**src/design/bsa_pkg.sv**
```systemverilog
// Shared types and constants for the bounding sphere accumulator.
// No dependencies; every design file imports this package.
package bsa_pkg;

  localparam int CRD_W  = 32;          // center coordinate width
  localparam int RAD_W  = 31;          // radius width
  localparam int DIF_W  = 33;          // coordinate difference width
  localparam int MUL_W  = 36;          // shared multiplier operand width
  localparam int HALF_W = 18;          // multiplier chunk width
  localparam int ACC_W  = 72;          // multiply accumulator width
  localparam int DSQ_W  = 66;          // squared distance width
  localparam int NUM_W  = 68;          // root / divide numerator width
  localparam int ROOT_W = 34;          // root and quotient width
  localparam int DIV_W  = 35;          // divisor and scale width
  localparam int REM_W  = 38;          // partial remainder width
  localparam int CNT_W  = 6;

  localparam logic [RAD_W-1:0] RADIUS_MAX = {RAD_W{1'b1}};

  typedef enum logic {
    DS_SQRT = 1'b0,
    DS_DIV  = 1'b1
  } ds_mode_t;

  typedef enum logic {
    OP_MERGE = 1'b0,
    OP_POINT = 1'b1
  } op_t;

  typedef struct packed {
    logic start;
    logic accum;
  } mac_cmd_t;

  typedef struct packed {
    logic     start;
    ds_mode_t mode;
  } ds_cmd_t;

endpackage

```
**src/design/bsa_mac.sv**
```systemverilog
// Shared multiply-accumulate unit: one 36x18 multiplier, two partial products.
// Depends on bsa_pkg.
module bsa_mac (
  input  logic                      clk,
  input  logic                      rst,
  input  bsa_pkg::mac_cmd_t         cmd,
  input  logic [bsa_pkg::MUL_W-1:0] a,
  input  logic [bsa_pkg::MUL_W-1:0] b,
  output logic [bsa_pkg::ACC_W-1:0] acc,
  output logic                      done
);
  import bsa_pkg::*;

  logic [MUL_W-1:0]        ar;
  logic [MUL_W-1:0]        br;
  logic                    phase;
  logic                    busy;
  logic [HALF_W-1:0]       chunk;
  logic [MUL_W+HALF_W-1:0] prod;
  logic [ACC_W-1:0]        addend;

  // Select the low or high chunk of b and form the partial product
  always_comb begin
    chunk  = phase ? br[MUL_W-1:HALF_W] : br[HALF_W-1:0];
    prod   = ar * chunk;
    addend = phase ? {prod, {HALF_W{1'b0}}} : {{HALF_W{1'b0}}, prod};
  end

  // Latch operands, then accumulate two partial products
  always_ff @(posedge clk) begin
    if (rst) begin
      busy  <= 1'b0;
      done  <= 1'b0;
      phase <= 1'b0;
    end else begin
      done <= 1'b0;
      if (cmd.start) begin
        ar    <= a;
        br    <= b;
        busy  <= 1'b1;
        phase <= 1'b0;
        if (!cmd.accum) acc <= '0;
      end else if (busy) begin
        acc   <= acc + addend;
        phase <= ~phase;
        if (phase) begin
          busy <= 1'b0;
          done <= 1'b1;
        end
      end
    end
  end

endmodule

```
**src/design/bsa_root_div.sv**
```systemverilog
// Shared bit-serial unit: integer square root or restoring division, one bit a cycle.
// Depends on bsa_pkg.
module bsa_root_div (
  input  logic                       clk,
  input  logic                       rst,
  input  bsa_pkg::ds_cmd_t           cmd,
  input  logic [bsa_pkg::NUM_W-1:0]  num,
  input  logic [bsa_pkg::DIV_W-1:0]  divisor,
  output logic [bsa_pkg::ROOT_W-1:0] q,
  output logic                       done
);
  import bsa_pkg::*;

  ds_mode_t         mode;
  logic [REM_W-1:0] rem;
  logic [NUM_W-1:0] sh;
  logic [DIV_W-1:0] dv;
  logic [CNT_W-1:0] cnt;
  logic             busy;
  logic [REM_W-1:0] remsh;
  logic [REM_W-1:0] trial;
  logic             ge;

  // One root digit or quotient bit per cycle
  always_comb begin
    if (mode == DS_SQRT) begin
      remsh = {rem[REM_W-3:0], sh[NUM_W-1 -: 2]};
      trial = {2'b00, q, 2'b01};
    end else begin
      remsh = {rem[REM_W-2:0], sh[NUM_W-1]};
      trial = {{(REM_W-DIV_W){1'b0}}, dv};
    end
    ge = (remsh >= trial);
  end

  // Load, then iterate ROOT_W steps
  always_ff @(posedge clk) begin
    if (rst) begin
      busy <= 1'b0;
      done <= 1'b0;
      cnt  <= '0;
    end else begin
      done <= 1'b0;
      if (cmd.start) begin
        mode <= cmd.mode;
        dv   <= divisor;
        q    <= '0;
        busy <= 1'b1;
        cnt  <= CNT_W'(ROOT_W);
        if (cmd.mode == DS_SQRT) begin
          rem <= '0;
          sh  <= num;
        end else begin
          rem <= {{(REM_W-(NUM_W-ROOT_W)){1'b0}}, num[NUM_W-1:ROOT_W]};
          sh  <= {num[ROOT_W-1:0], {(NUM_W-ROOT_W){1'b0}}};
        end
      end else if (busy) begin
        rem <= ge ? (remsh - trial) : remsh;
        q   <= {q[ROOT_W-2:0], ge};
        sh  <= (mode == DS_SQRT) ? {sh[NUM_W-3:0], 2'b00} : {sh[NUM_W-2:0], 1'b0};
        cnt <= cnt - 1'b1;
        if (cnt == CNT_W'(1)) begin
          busy <= 1'b0;
          done <= 1'b1;
        end
      end
    end
  end

endmodule

```
**src/design/bounding_sphere_accumulator_unit.sv**
```systemverilog
// Bounding sphere accumulator top level: sequencer, sphere state, output register.
// Depends on bsa_pkg, bsa_mac and bsa_root_div.
// A point inside the sphere or a contained merge needs no root; a point outside takes
// one 34-step root, and a general merge takes one root and three divides.
// Throughput: one item at a time; the next transfer is taken once the sequencer idles.
// Reset (synchronous, rst high) gives a zero sphere at the origin, no output pending.
module bounding_sphere_accumulator_unit (
  input  logic                      clk,
  input  logic                      rst,
  input  logic                      in_valid,
  output logic                      in_ready,
  input  logic                      operation,
  input  logic signed [31:0]        in_x,
  input  logic signed [31:0]        in_y,
  input  logic signed [31:0]        in_z,
  input  logic [30:0]               in_radius,
  output logic                      out_valid,
  input  logic                      out_ready,
  output logic signed [31:0]        out_x,
  output logic signed [31:0]        out_y,
  output logic signed [31:0]        out_z,
  output logic [30:0]               out_radius,
  output logic                      grew
);
  import bsa_pkg::*;

  typedef enum logic [3:0] {
    S_IDLE, S_SQX, S_SQY, S_SQZ, S_RSQ, S_ROOT,
    S_MULX, S_DIVX, S_MULY, S_DIVY, S_MULZ, S_DIVZ, S_FIN
  } state_t;

  state_t state;

  logic signed [CRD_W-1:0] cx, cy, cz;
  logic [RAD_W-1:0]        rr;
  logic signed [CRD_W-1:0] nx, ny, nz;
  logic [RAD_W-1:0]        nr;
  logic                    op;
  logic signed [CRD_W-1:0] px, py, pz;
  logic [RAD_W-1:0]        pr;
  logic signed [DIF_W-1:0] dx, dy, dz;
  logic signed [CRD_W-1:0] rd;
  logic [DSQ_W-1:0]        dsq;
  logic [ROOT_W-1:0]       len;
  logic [DIV_W-1:0]        scale;

  mac_cmd_t          mac_cmd;
  logic [MUL_W-1:0]  mac_a, mac_b;
  logic [ACC_W-1:0]  mac_acc;
  logic              mac_done;
  ds_cmd_t           ds_cmd;
  logic [ROOT_W-1:0] ds_q;
  logic              ds_done;

  logic              mac_go, ds_go;
  logic [DIF_W-1:0]  ax, ay, az;
  logic [RAD_W-1:0]  ard;
  logic [DIF_W-1:0]  mul_d;
  logic              rd_pos;
  logic [DIV_W:0]    scale_next;
  logic [ROOT_W+1:0] rsum;
  logic [DIV_W-1:0]  rhalf;
  logic              free_out;

  // Absolute differences, scale factor, merged radius and handshake signals
  always_comb begin
    ax     = dx[DIF_W-1] ? DIF_W'(-dx) : DIF_W'(dx);
    ay     = dy[DIF_W-1] ? DIF_W'(-dy) : DIF_W'(dy);
    az     = dz[DIF_W-1] ? DIF_W'(-dz) : DIF_W'(dz);
    ard    = rd[CRD_W-1] ? RAD_W'(-rd) : RAD_W'(rd);
    rd_pos = !rd[CRD_W-1] && (rd != '0);
    scale_next = {2'b00, ds_q} + {{(DIV_W+1-CRD_W){rd[CRD_W-1]}}, rd};
    rsum   = {2'b00, len} + {5'b0, rr} + {5'b0, pr};
    rhalf  = rsum[ROOT_W+1:1];
    free_out = !out_valid || out_ready;
    in_ready = (state == S_IDLE);
  end

  // Route operands of the shared multiplier by step and form the unit commands
  always_comb begin
    case (state)
      S_SQY, S_MULY: mul_d = ay;
      S_SQZ, S_MULZ: mul_d = az;
      default:       mul_d = ax;
    endcase
    mac_a = {{(MUL_W-DIF_W){1'b0}}, mul_d};
    mac_b = {{(MUL_W-DIF_W){1'b0}}, mul_d};
    if (state == S_RSQ) begin
      mac_a = (op == OP_POINT) ? {{(MUL_W-RAD_W){1'b0}}, rr} : {{(MUL_W-RAD_W){1'b0}}, ard};
      mac_b = mac_a;
    end else if (state == S_MULX || state == S_MULY || state == S_MULZ) begin
      mac_b = {{(MUL_W-DIV_W){1'b0}}, scale};
    end
    mac_cmd.start = mac_go;
    mac_cmd.accum = (state == S_SQY) || (state == S_SQZ);
    ds_cmd.start  = ds_go;
    ds_cmd.mode   = (state == S_ROOT) ? DS_SQRT : DS_DIV;
  end

  bsa_mac u_mac (
    .clk  (clk),
    .rst  (rst),
    .cmd  (mac_cmd),
    .a    (mac_a),
    .b    (mac_b),
    .acc  (mac_acc),
    .done (mac_done)
  );

  bsa_root_div u_root_div (
    .clk     (clk),
    .rst     (rst),
    .cmd     (ds_cmd),
    .num     ((state == S_ROOT) ? {2'b00, dsq} : mac_acc[NUM_W-1:0]),
    .divisor ({len, 1'b0}),
    .q       (ds_q),
    .done    (ds_done)
  );

  // Sequencer, sphere state and output register
  always_ff @(posedge clk) begin
    if (rst) begin
      state     <= S_IDLE;
      mac_go    <= 1'b0;
      ds_go     <= 1'b0;
      out_valid <= 1'b0;
      cx        <= '0;
      cy        <= '0;
      cz        <= '0;
      rr        <= '0;
    end else begin
      mac_go <= 1'b0;
      ds_go  <= 1'b0;
      if (out_valid && out_ready) out_valid <= 1'b0;
      case (state)
        S_IDLE: begin
          if (in_valid) begin
            op     <= operation;
            px     <= in_x;
            py     <= in_y;
            pz     <= in_z;
            pr     <= in_radius;
            dx     <= {in_x[CRD_W-1], in_x} - {cx[CRD_W-1], cx};
            dy     <= {in_y[CRD_W-1], in_y} - {cy[CRD_W-1], cy};
            dz     <= {in_z[CRD_W-1], in_z} - {cz[CRD_W-1], cz};
            rd     <= {1'b0, in_radius} - {1'b0, rr};
            nx     <= cx;
            ny     <= cy;
            nz     <= cz;
            nr     <= rr;
            mac_go <= 1'b1;
            state  <= S_SQX;
          end
        end
        S_SQX: if (mac_done) begin
          mac_go <= 1'b1;
          state  <= S_SQY;
        end
        S_SQY: if (mac_done) begin
          mac_go <= 1'b1;
          state  <= S_SQZ;
        end
        S_SQZ: if (mac_done) begin
          dsq    <= mac_acc[DSQ_W-1:0];
          mac_go <= 1'b1;
          state  <= S_RSQ;
        end
        S_RSQ: if (mac_done) begin
          if (op == OP_MERGE) begin
            if ({{(ACC_W-DSQ_W){1'b0}}, dsq} <= mac_acc) begin
              // one sphere holds the other: keep the larger
              if (rd_pos) begin
                nx <= px;
                ny <= py;
                nz <= pz;
                nr <= pr;
              end
              state <= S_FIN;
            end else begin
              ds_go <= 1'b1;
              state <= S_ROOT;
            end
          end else if ({{(ACC_W-DSQ_W){1'b0}}, dsq} > mac_acc) begin
            ds_go <= 1'b1;
            state <= S_ROOT;
          end else begin
            state <= S_FIN;
          end
        end
        S_ROOT: if (ds_done) begin
          len   <= ds_q;
          scale <= scale_next[DIV_W-1:0];
          if (op == OP_POINT) begin
            nr    <= (ds_q > ROOT_W'(RADIUS_MAX)) ? RADIUS_MAX : ds_q[RAD_W-1:0];
            state <= S_FIN;
          end else begin
            mac_go <= 1'b1;
            state  <= S_MULX;
          end
        end
        S_MULX: if (mac_done) begin
          ds_go <= 1'b1;
          state <= S_DIVX;
        end
        S_DIVX: if (ds_done) begin
          nx     <= dx[DIF_W-1] ? cx - CRD_W'(ds_q) : cx + CRD_W'(ds_q);
          mac_go <= 1'b1;
          state  <= S_MULY;
        end
        S_MULY: if (mac_done) begin
          ds_go <= 1'b1;
          state <= S_DIVY;
        end
        S_DIVY: if (ds_done) begin
          ny     <= dy[DIF_W-1] ? cy - CRD_W'(ds_q) : cy + CRD_W'(ds_q);
          mac_go <= 1'b1;
          state  <= S_MULZ;
        end
        S_MULZ: if (mac_done) begin
          ds_go <= 1'b1;
          state <= S_DIVZ;
        end
        S_DIVZ: if (ds_done) begin
          nz    <= dz[DIF_W-1] ? cz - CRD_W'(ds_q) : cz + CRD_W'(ds_q);
          nr    <= (rhalf > DIV_W'(RADIUS_MAX)) ? RADIUS_MAX : rhalf[RAD_W-1:0];
          state <= S_FIN;
        end
        S_FIN: begin
          // hold until the output register is free, then commit and transfer
          if (free_out) begin
            cx         <= nx;
            cy         <= ny;
            cz         <= nz;
            rr         <= nr;
            out_x      <= nx;
            out_y      <= ny;
            out_z      <= nz;
            out_radius <= nr;
            grew       <= (nx != cx) || (ny != cy) || (nz != cz) || (nr != rr);
            out_valid  <= 1'b1;
            state      <= S_IDLE;
          end
        end
        default: state <= S_IDLE;
      endcase
    end
  end

endmodule
```
**config.mk**
```make
export PLATFORM = sky130hd
export DESIGN_NAME = bounding_sphere_accumulator_unit
export DESIGN_NICKNAME = d
export VERILOG_FILES = /design/src/design/bsa_pkg.sv /design/src/design/bsa_mac.sv /design/src/design/bsa_root_div.sv /design/src/design/bounding_sphere_accumulator_unit.sv
export SDC_FILE = /design/constraint.sdc
export NUM_CORES = 2
export LEC_CHECK = 0
export BUFFER_PORTS_ARGS = -buffer_cell sky130_fd_sc_hd__clkbuf_2
export CAP_MARGIN = 0
export CORE_MARGIN = 2
export CORE_UTILIZATION = 58
export DETAILED_ROUTE_END_ITERATION = 12
export GPL_ROUTABILITY_DRIVEN = 1
export PLACE_DENSITY = 0.77
export SLEW_MARGIN = 20
export SYNTH_ARGS = -nofsm -noshare
export SYNTH_HDL_FRONTEND = slang
export SYNTH_HIERARCHICAL = 1
export SYNTH_SLANG_ARGS = --single-unit
```
**constraint.sdc**
```tcl
create_clock -name clk -period 10.45 [get_ports clk]
set_input_delay 2.09 -clock clk [delete_from_list [all_inputs] [get_ports clk]]
set_output_delay 2.09 -clock clk [all_outputs]
set_load 0.05 [all_outputs]
```
# ---- Word level (Yosys, flattened, before mapping)
# Cells that the tools add are included.
dict set report classes {
  muxes 104
  n_eq_ne 35
  bitwise 4
  order_cmp 5
  multipliers 1
  addsub 20
  n_reduce_logical 42
}
# op n
set ops {}
lappend ops {{two-way mux 32 bit} 21}
lappend ops {{two-way mux 31 bit} 12}
lappend ops {{two-way mux 68 bit} 5}
lappend ops {{two-way mux 72 bit} 4}
lappend ops {{case mux 32 bit (3 select lines)} 3}
lappend ops {{two-way mux 33 bit} 4}
lappend ops {{case mux 31 bit (4 select lines)} 1}
lappend ops {{two-way mux 37 bit} 3}
lappend ops {{negator 33 bit} 3}
lappend ops {{subtractor 32 x 32 -> 33 bit} 3}
lappend ops {{adder 32 bit} 3}
lappend ops {{inequality test 32 bit} 3}
lappend ops {{subtractor 32 bit} 3}
lappend ops {{adder 72 bit} 1}
lappend ops {{greater-than comparator 66 x 72 -> 1 bit} 1}
lappend ops {{<= comparator 66 x 72 -> 1 bit} 1}
lappend ops {{two-way mux 35 bit} 2}
lappend ops {{two-way mux 34 bit} 2}
lappend ops {{two-way mux 4 bit} 17}
lappend ops {{case mux 33 bit (2 select lines)} 1}
lappend ops {{multiplier 36 x 18 -> 54 bit} 1}
lappend ops {{case mux 4 bit (13 select lines)} 1}
lappend ops {{greater-or-equal comparator 38 x 36 -> 1 bit} 1}
lappend ops {{two-way mux 38 bit} 1}
lappend ops {{other kinds (39)} 114}
dict set report word_totals {
  reg_bits 1112
  wordCells 256
  output_inout_bits 130
}

# ---- Depth between registers and ports, before layout
dict set report logic_depth {
  word_depth 7
  depth_mapped 40
}

# ---- Cells and area by module
# Netlist, hierarchy kept.
# module area_each_um2 instances cells_per_inst seq_area_each_um2
set by_module_without_submodules {}
lappend by_module_without_submodules {bounding_sphere_accumulator_unit 50778.7 1 5224 22171.3}
lappend by_module_without_submodules {bsa_mac 30564.3 1 3508 4384.2}
lappend by_module_without_submodules {bsa_root_div 11364.6 1 1057 5415.2}

# ---- Worst setup path before layout
# Ideal clock, no wire load.
dict set report synth_timing {
  kind {register -> register}
  from {register u_mac.phase}
  to {register u_mac/acc[71] in the netlist's numbering, data pin}
  stages_incl_launch_ff 38
  required_ns 10.188
  slack_ns 0.536
  arrival_time_ns 9.652
  setup_ns 0.262
  period_less_slack_ns 9.914
  cell_sequence {dfxtp_1 -> clkbuf_1 -> buf_1 -> mux2_2 -> clkbuf_1 -> nand2_1 -> fa_1 -> inv_1 -> fa_1 -> inv_1 -> fa_1 -> inv_1 -> fa_1 -> fa_1 -> inv_1 -> fa_1 -> inv_1 -> ha_1 -> (+2 left out) -> nor3_1 -> inv_1 -> o211ai_1 -> a31oi_1 -> o211ai_1 -> a31oi_1 -> o21ai_0 -> xor2_1 -> mux2_2 -> ha_1 -> nand2_1 -> or4_4 -> or4_4 -> o41ai_4 -> a21oi_2 -> o31ai_4 -> xor2_1 -> mux2i_1}
}
dict set report synth_via {
  elab_chain_len 6
}
# element line
set synth_lines {}
lappend synth_lines {{from (decl)} bsa_mac.sv:16} ;# logic phase;
lappend synth_lines {{from (signal assigned)} bsa_mac.sv:45} ;# phase <= ~phase;
lappend synth_lines {{two-way mux 18 bit} bsa_mac.sv:24} ;# chunk = phase ? br[MUL_W-1:HALF_W] : br[HALF_W-1:0];
lappend synth_lines {{multiplier 36 x 18 -> 54 bit} bsa_mac.sv:25} ;# prod = ar * chunk;
lappend synth_lines {{two-way mux 72 bit (*)} bsa_mac.sv:26} ;# addend = phase ? {prod, {HALF_W{1'b0}}} : {{HALF_W{1'b0}}, prod};
lappend synth_lines {{adder 72 bit (*)} bsa_mac.sv:44} ;# acc <= acc + addend;
lappend synth_lines {{two-way mux 72 bit (*)} bsa_mac.sv:43} ;# end else if (busy) begin
lappend synth_lines {{two-way mux 72 bit (*)} bsa_mac.sv:37} ;# if (cmd.start) begin
lappend synth_lines {{to (signal assigned)} bsa_mac.sv:44}
lappend synth_lines {{to (decl)} bsa_mac.sv:9} ;# output logic [bsa_pkg::ACC_W-1:0] acc,
# Mark *: on every way between the ends. The rest lies on a longest branch, timed or not. The select of a mux whose other input is x is not followed.
# A chain may end at the register's enable or synchronous reset.

# ---- Worst setup path after layout
# Same ends and word-level chain as after synthesis.

==> out/qor.txt <==
Worst R2R Start -> u_mac/phase
Rel. slew slack -> 10.25%
# clock sinks -> 1,113
Cell Count Post-Placement -> 11,910
Fmax achieved -> 0.09843 GHz
Minimum clock period after layout -> 10.16 ns
Core Region -> 0.1586 sq mm
Total GRT Usage -> 40.95%
Clock root buffer -> clkbuf_16
Ports -> 262
Final ANT Viol Nets -> 0
Cell family with most CP delay -> adder cells
Via-to-Cell Ratio -> 6.468
CP Data Arrival Time -> 10.77 ns
DP HPWL -> 259,700 microns
RSZ-0062 raised after global routing -> false
Seq cells post-synth -> 1,113
Yosys cell types -> 98
CP Class -> reg2reg
# fillers -> 13,020
Initial core utilization -> 58.47%
WL per Instance -> 27.76 microns
Setup TNS -> 0 ns
Hold crit path type -> reg2reg
Mux contribution to synthesized area -> 2.285%
Hold Startpoint -> len[1]
First-pass GRT wire length -> 494,700 microns
Crit share post-route -> 97.22%
Placer Congestion -> 1.060
Top_reg_cell synth -> edfxtp_1
Final hold vios -> 0
Compound-Gate Fraction of Synth Area -> 15.74%
Worst path most repeated cell -> fa_1
CP peak stage delay -> 0.71 ns
Post-synthesis xor/xnor area fraction -> 6.509%
Syn Inst Count -> 9,789
Die Span X -> 403.8 microns
Post-synth EDFFs -> 968
Slowest CP cell -> fa_1
Finished Layout Cells -> 12,150
Nets -> 11,270
Fin worst setup slack -> 0.2901 ns
Worst-path clk slew -> 0.06 ns
Ys Warns -> 6
Drt first pass iters -> 6
Crit path required time -> 11.06 ns
Synth top area share -> 31.35%
Largest net degree at the start of global routing -> 133
Worst Setup Start Kind -> flop
Adder-cell share of the synthesized area -> 20.65%
GRT overflow -> 0
# port buffers -> 261
Max-cap violations -> 0
CTS tree -> built
# DRC -> 0
Rows -> 146
Die Span Y -> 403.8 microns
Antenna violations before repair -> 34
Post-synth top area cell -> edfxtp_1
Asr flop ratio synth -> 0%
Latest clock arrival within the worst-skew pair -> 0.80 ns
Max Fanout on Critical Path -> 20
CP Launch Point -> u_mac/phase
1st-iter DRT viols -> 10,670
DIE AREA -> 0.1631 sq mm
Max Slew Vio Count -> 0
Final setup viols -> 0
Critical Path End Type -> flop
Number of global-route vias before repair -> 76,030
Worst slew pin tran -> 1.343 ns
Clock Path Buffers -> 3
Synth Cell Area -> 0.09271 sq mm
Most common cell in the netlist -> nand2_1
Syn_area_per_cell -> 9.471 sq um
Outcome -> complete, no violations
WP buf/inv -> 6
Total CTS buffers -> 120
Commonest cells in the netlist -> nand2_1, inv_1, edfxtp_1
Post-CTS Hold Fix Bufs -> 0
WL final -> 337,300 microns
Share of layout cells above drive strength 1 -> 9.039%
Simple-gate share of the synthesized area -> 14.30%
DP Worst Slack -> 0.2558 ns
DR vias -> 78,600
Area contributors post-synth -> edfxtp_1, fa_1, ha_1
Sequential fraction of the synthesis area -> 34.49%
Synth-to-Final Area Change -> 9.429%
H-tree depth -> 3
Largest family of logic cells by synthesized area -> adder cells
Fin Clk Skew -> 0.03817 ns
[per-layer routing]
metal | global-route usage (%) | up-vias | routed length, microns
met5 | 0 | - | 160
met4 | 27.97 | 24 | 27730
met3 | 8.631 | 1040 | 38400
met2 | 60.22 | 4913 | 143100
met1 | 54.47 | 38250 | 128000
li1 | - | 34370 | -
[layout make-up]
class	instances	area, sq um	share of cell area [%]
timing repair buffer	511	3349	3.302
clock inverter	91	1157	1.141
tap	2072	2592	2.555
multi-input combinational	7199	55370	54.58
clock buffer	138	3152	3.107
antenna	12	30.03	0.02960
inverter	1016	3814	3.759
sequential	1113	31980	31.52
[sequential cells by signal, indices dropped and copies added, names as in the netlist, 33 cells and up]
name	flops
dz	33
dsq	66
u_mac/ar	36
u_root_div/dv	35
u_root_div/rem	37
u_mac/br	36
dx	33
u_root_div/sh	68
len	34
u_root_div/q	34
scale	35
dy	33
u_mac/acc	72
[metrics by stage]
stage / util (%) / cell area, sq um / hold WS (ns)
3_3_place_gp: 61.16 / 96980 / 0.4370
6_report: 63.98 / 101400 / 0.4497
3_5_place_dp: 61.17 / 96990 / 0.4379
4_1_cts: 63.88 / 101300 / 0.4496
5_1_grt: 63.97 / 101400 / 0.4633
2_1_floorplan: - / 92720 / 0.4264
[worst reg2reg max path, delay by kind of cell, from the launching register on]
family          cells  cell delay (ns)
fa+ha+maj           8             3.78
compound gates      8             1.90
simple gates        6             1.62
mux                 3             1.05
buf+inv             6             0.82
flops               1             0.49
xor+xnor            2             0.35
[worst paths after layout]
kind / endpoint / slack (ns) / cells after the start
max: u_mac/acc[71] / 0.29 / 33
min: u_root_div/dv[2] / 0.45 / 0
max reg2reg: u_mac/acc[71] / 0.29 / 33
min reg2reg: u_root_div/dv[2] / 0.45 / 0
[logic make-up after synthesis]
group | count (synthesis)
flip-flops | 1113
multiplexers | 202
XOR/XNOR | 689
AO/OA/AOI/OAI | 2287
buffers and inverters | 1481
adder cells (fa/ha/maj) | 1179
other | 1
AND/OR/NAND/NOR | 2837
[timing repair]
item	CTS	global route
gates resized for setup	0	15
endpoints found under the setup margin	0	16
buffers inserted	0	4
[cell usage in the layout (no fill, tap or decap), types with 57 or more instances in the layout]
cell type and count:
clkbuf_16 121, mux2i_1 125, o211ai_1 68, a211oi_1 94, nor4_1 61, buf_4 234
a21oi_1 672, nand2_1 1253, nand4_1 121, nor3_1 132, o21ai_0 515, fa_1 584
and3_1 57, inv_1 1015, and2_1 228, clkbuf_2 260, ha_1 593, nor2_1 504
a22oi_1 76, a21o_1 249, nor2b_1 130, xor2_1 310, edfxtp_1 968, dfxtp_1 142
o21a_1 83, nand2b_1 76, xnor2_1 378, mux2_2 73, o21bai_1 58, o31ai_1 63
nand3_1 88
Power is left out: the tool's default activity adds up to more than one toggle a clock period on the data nets, which glitch-free logic cannot reach.
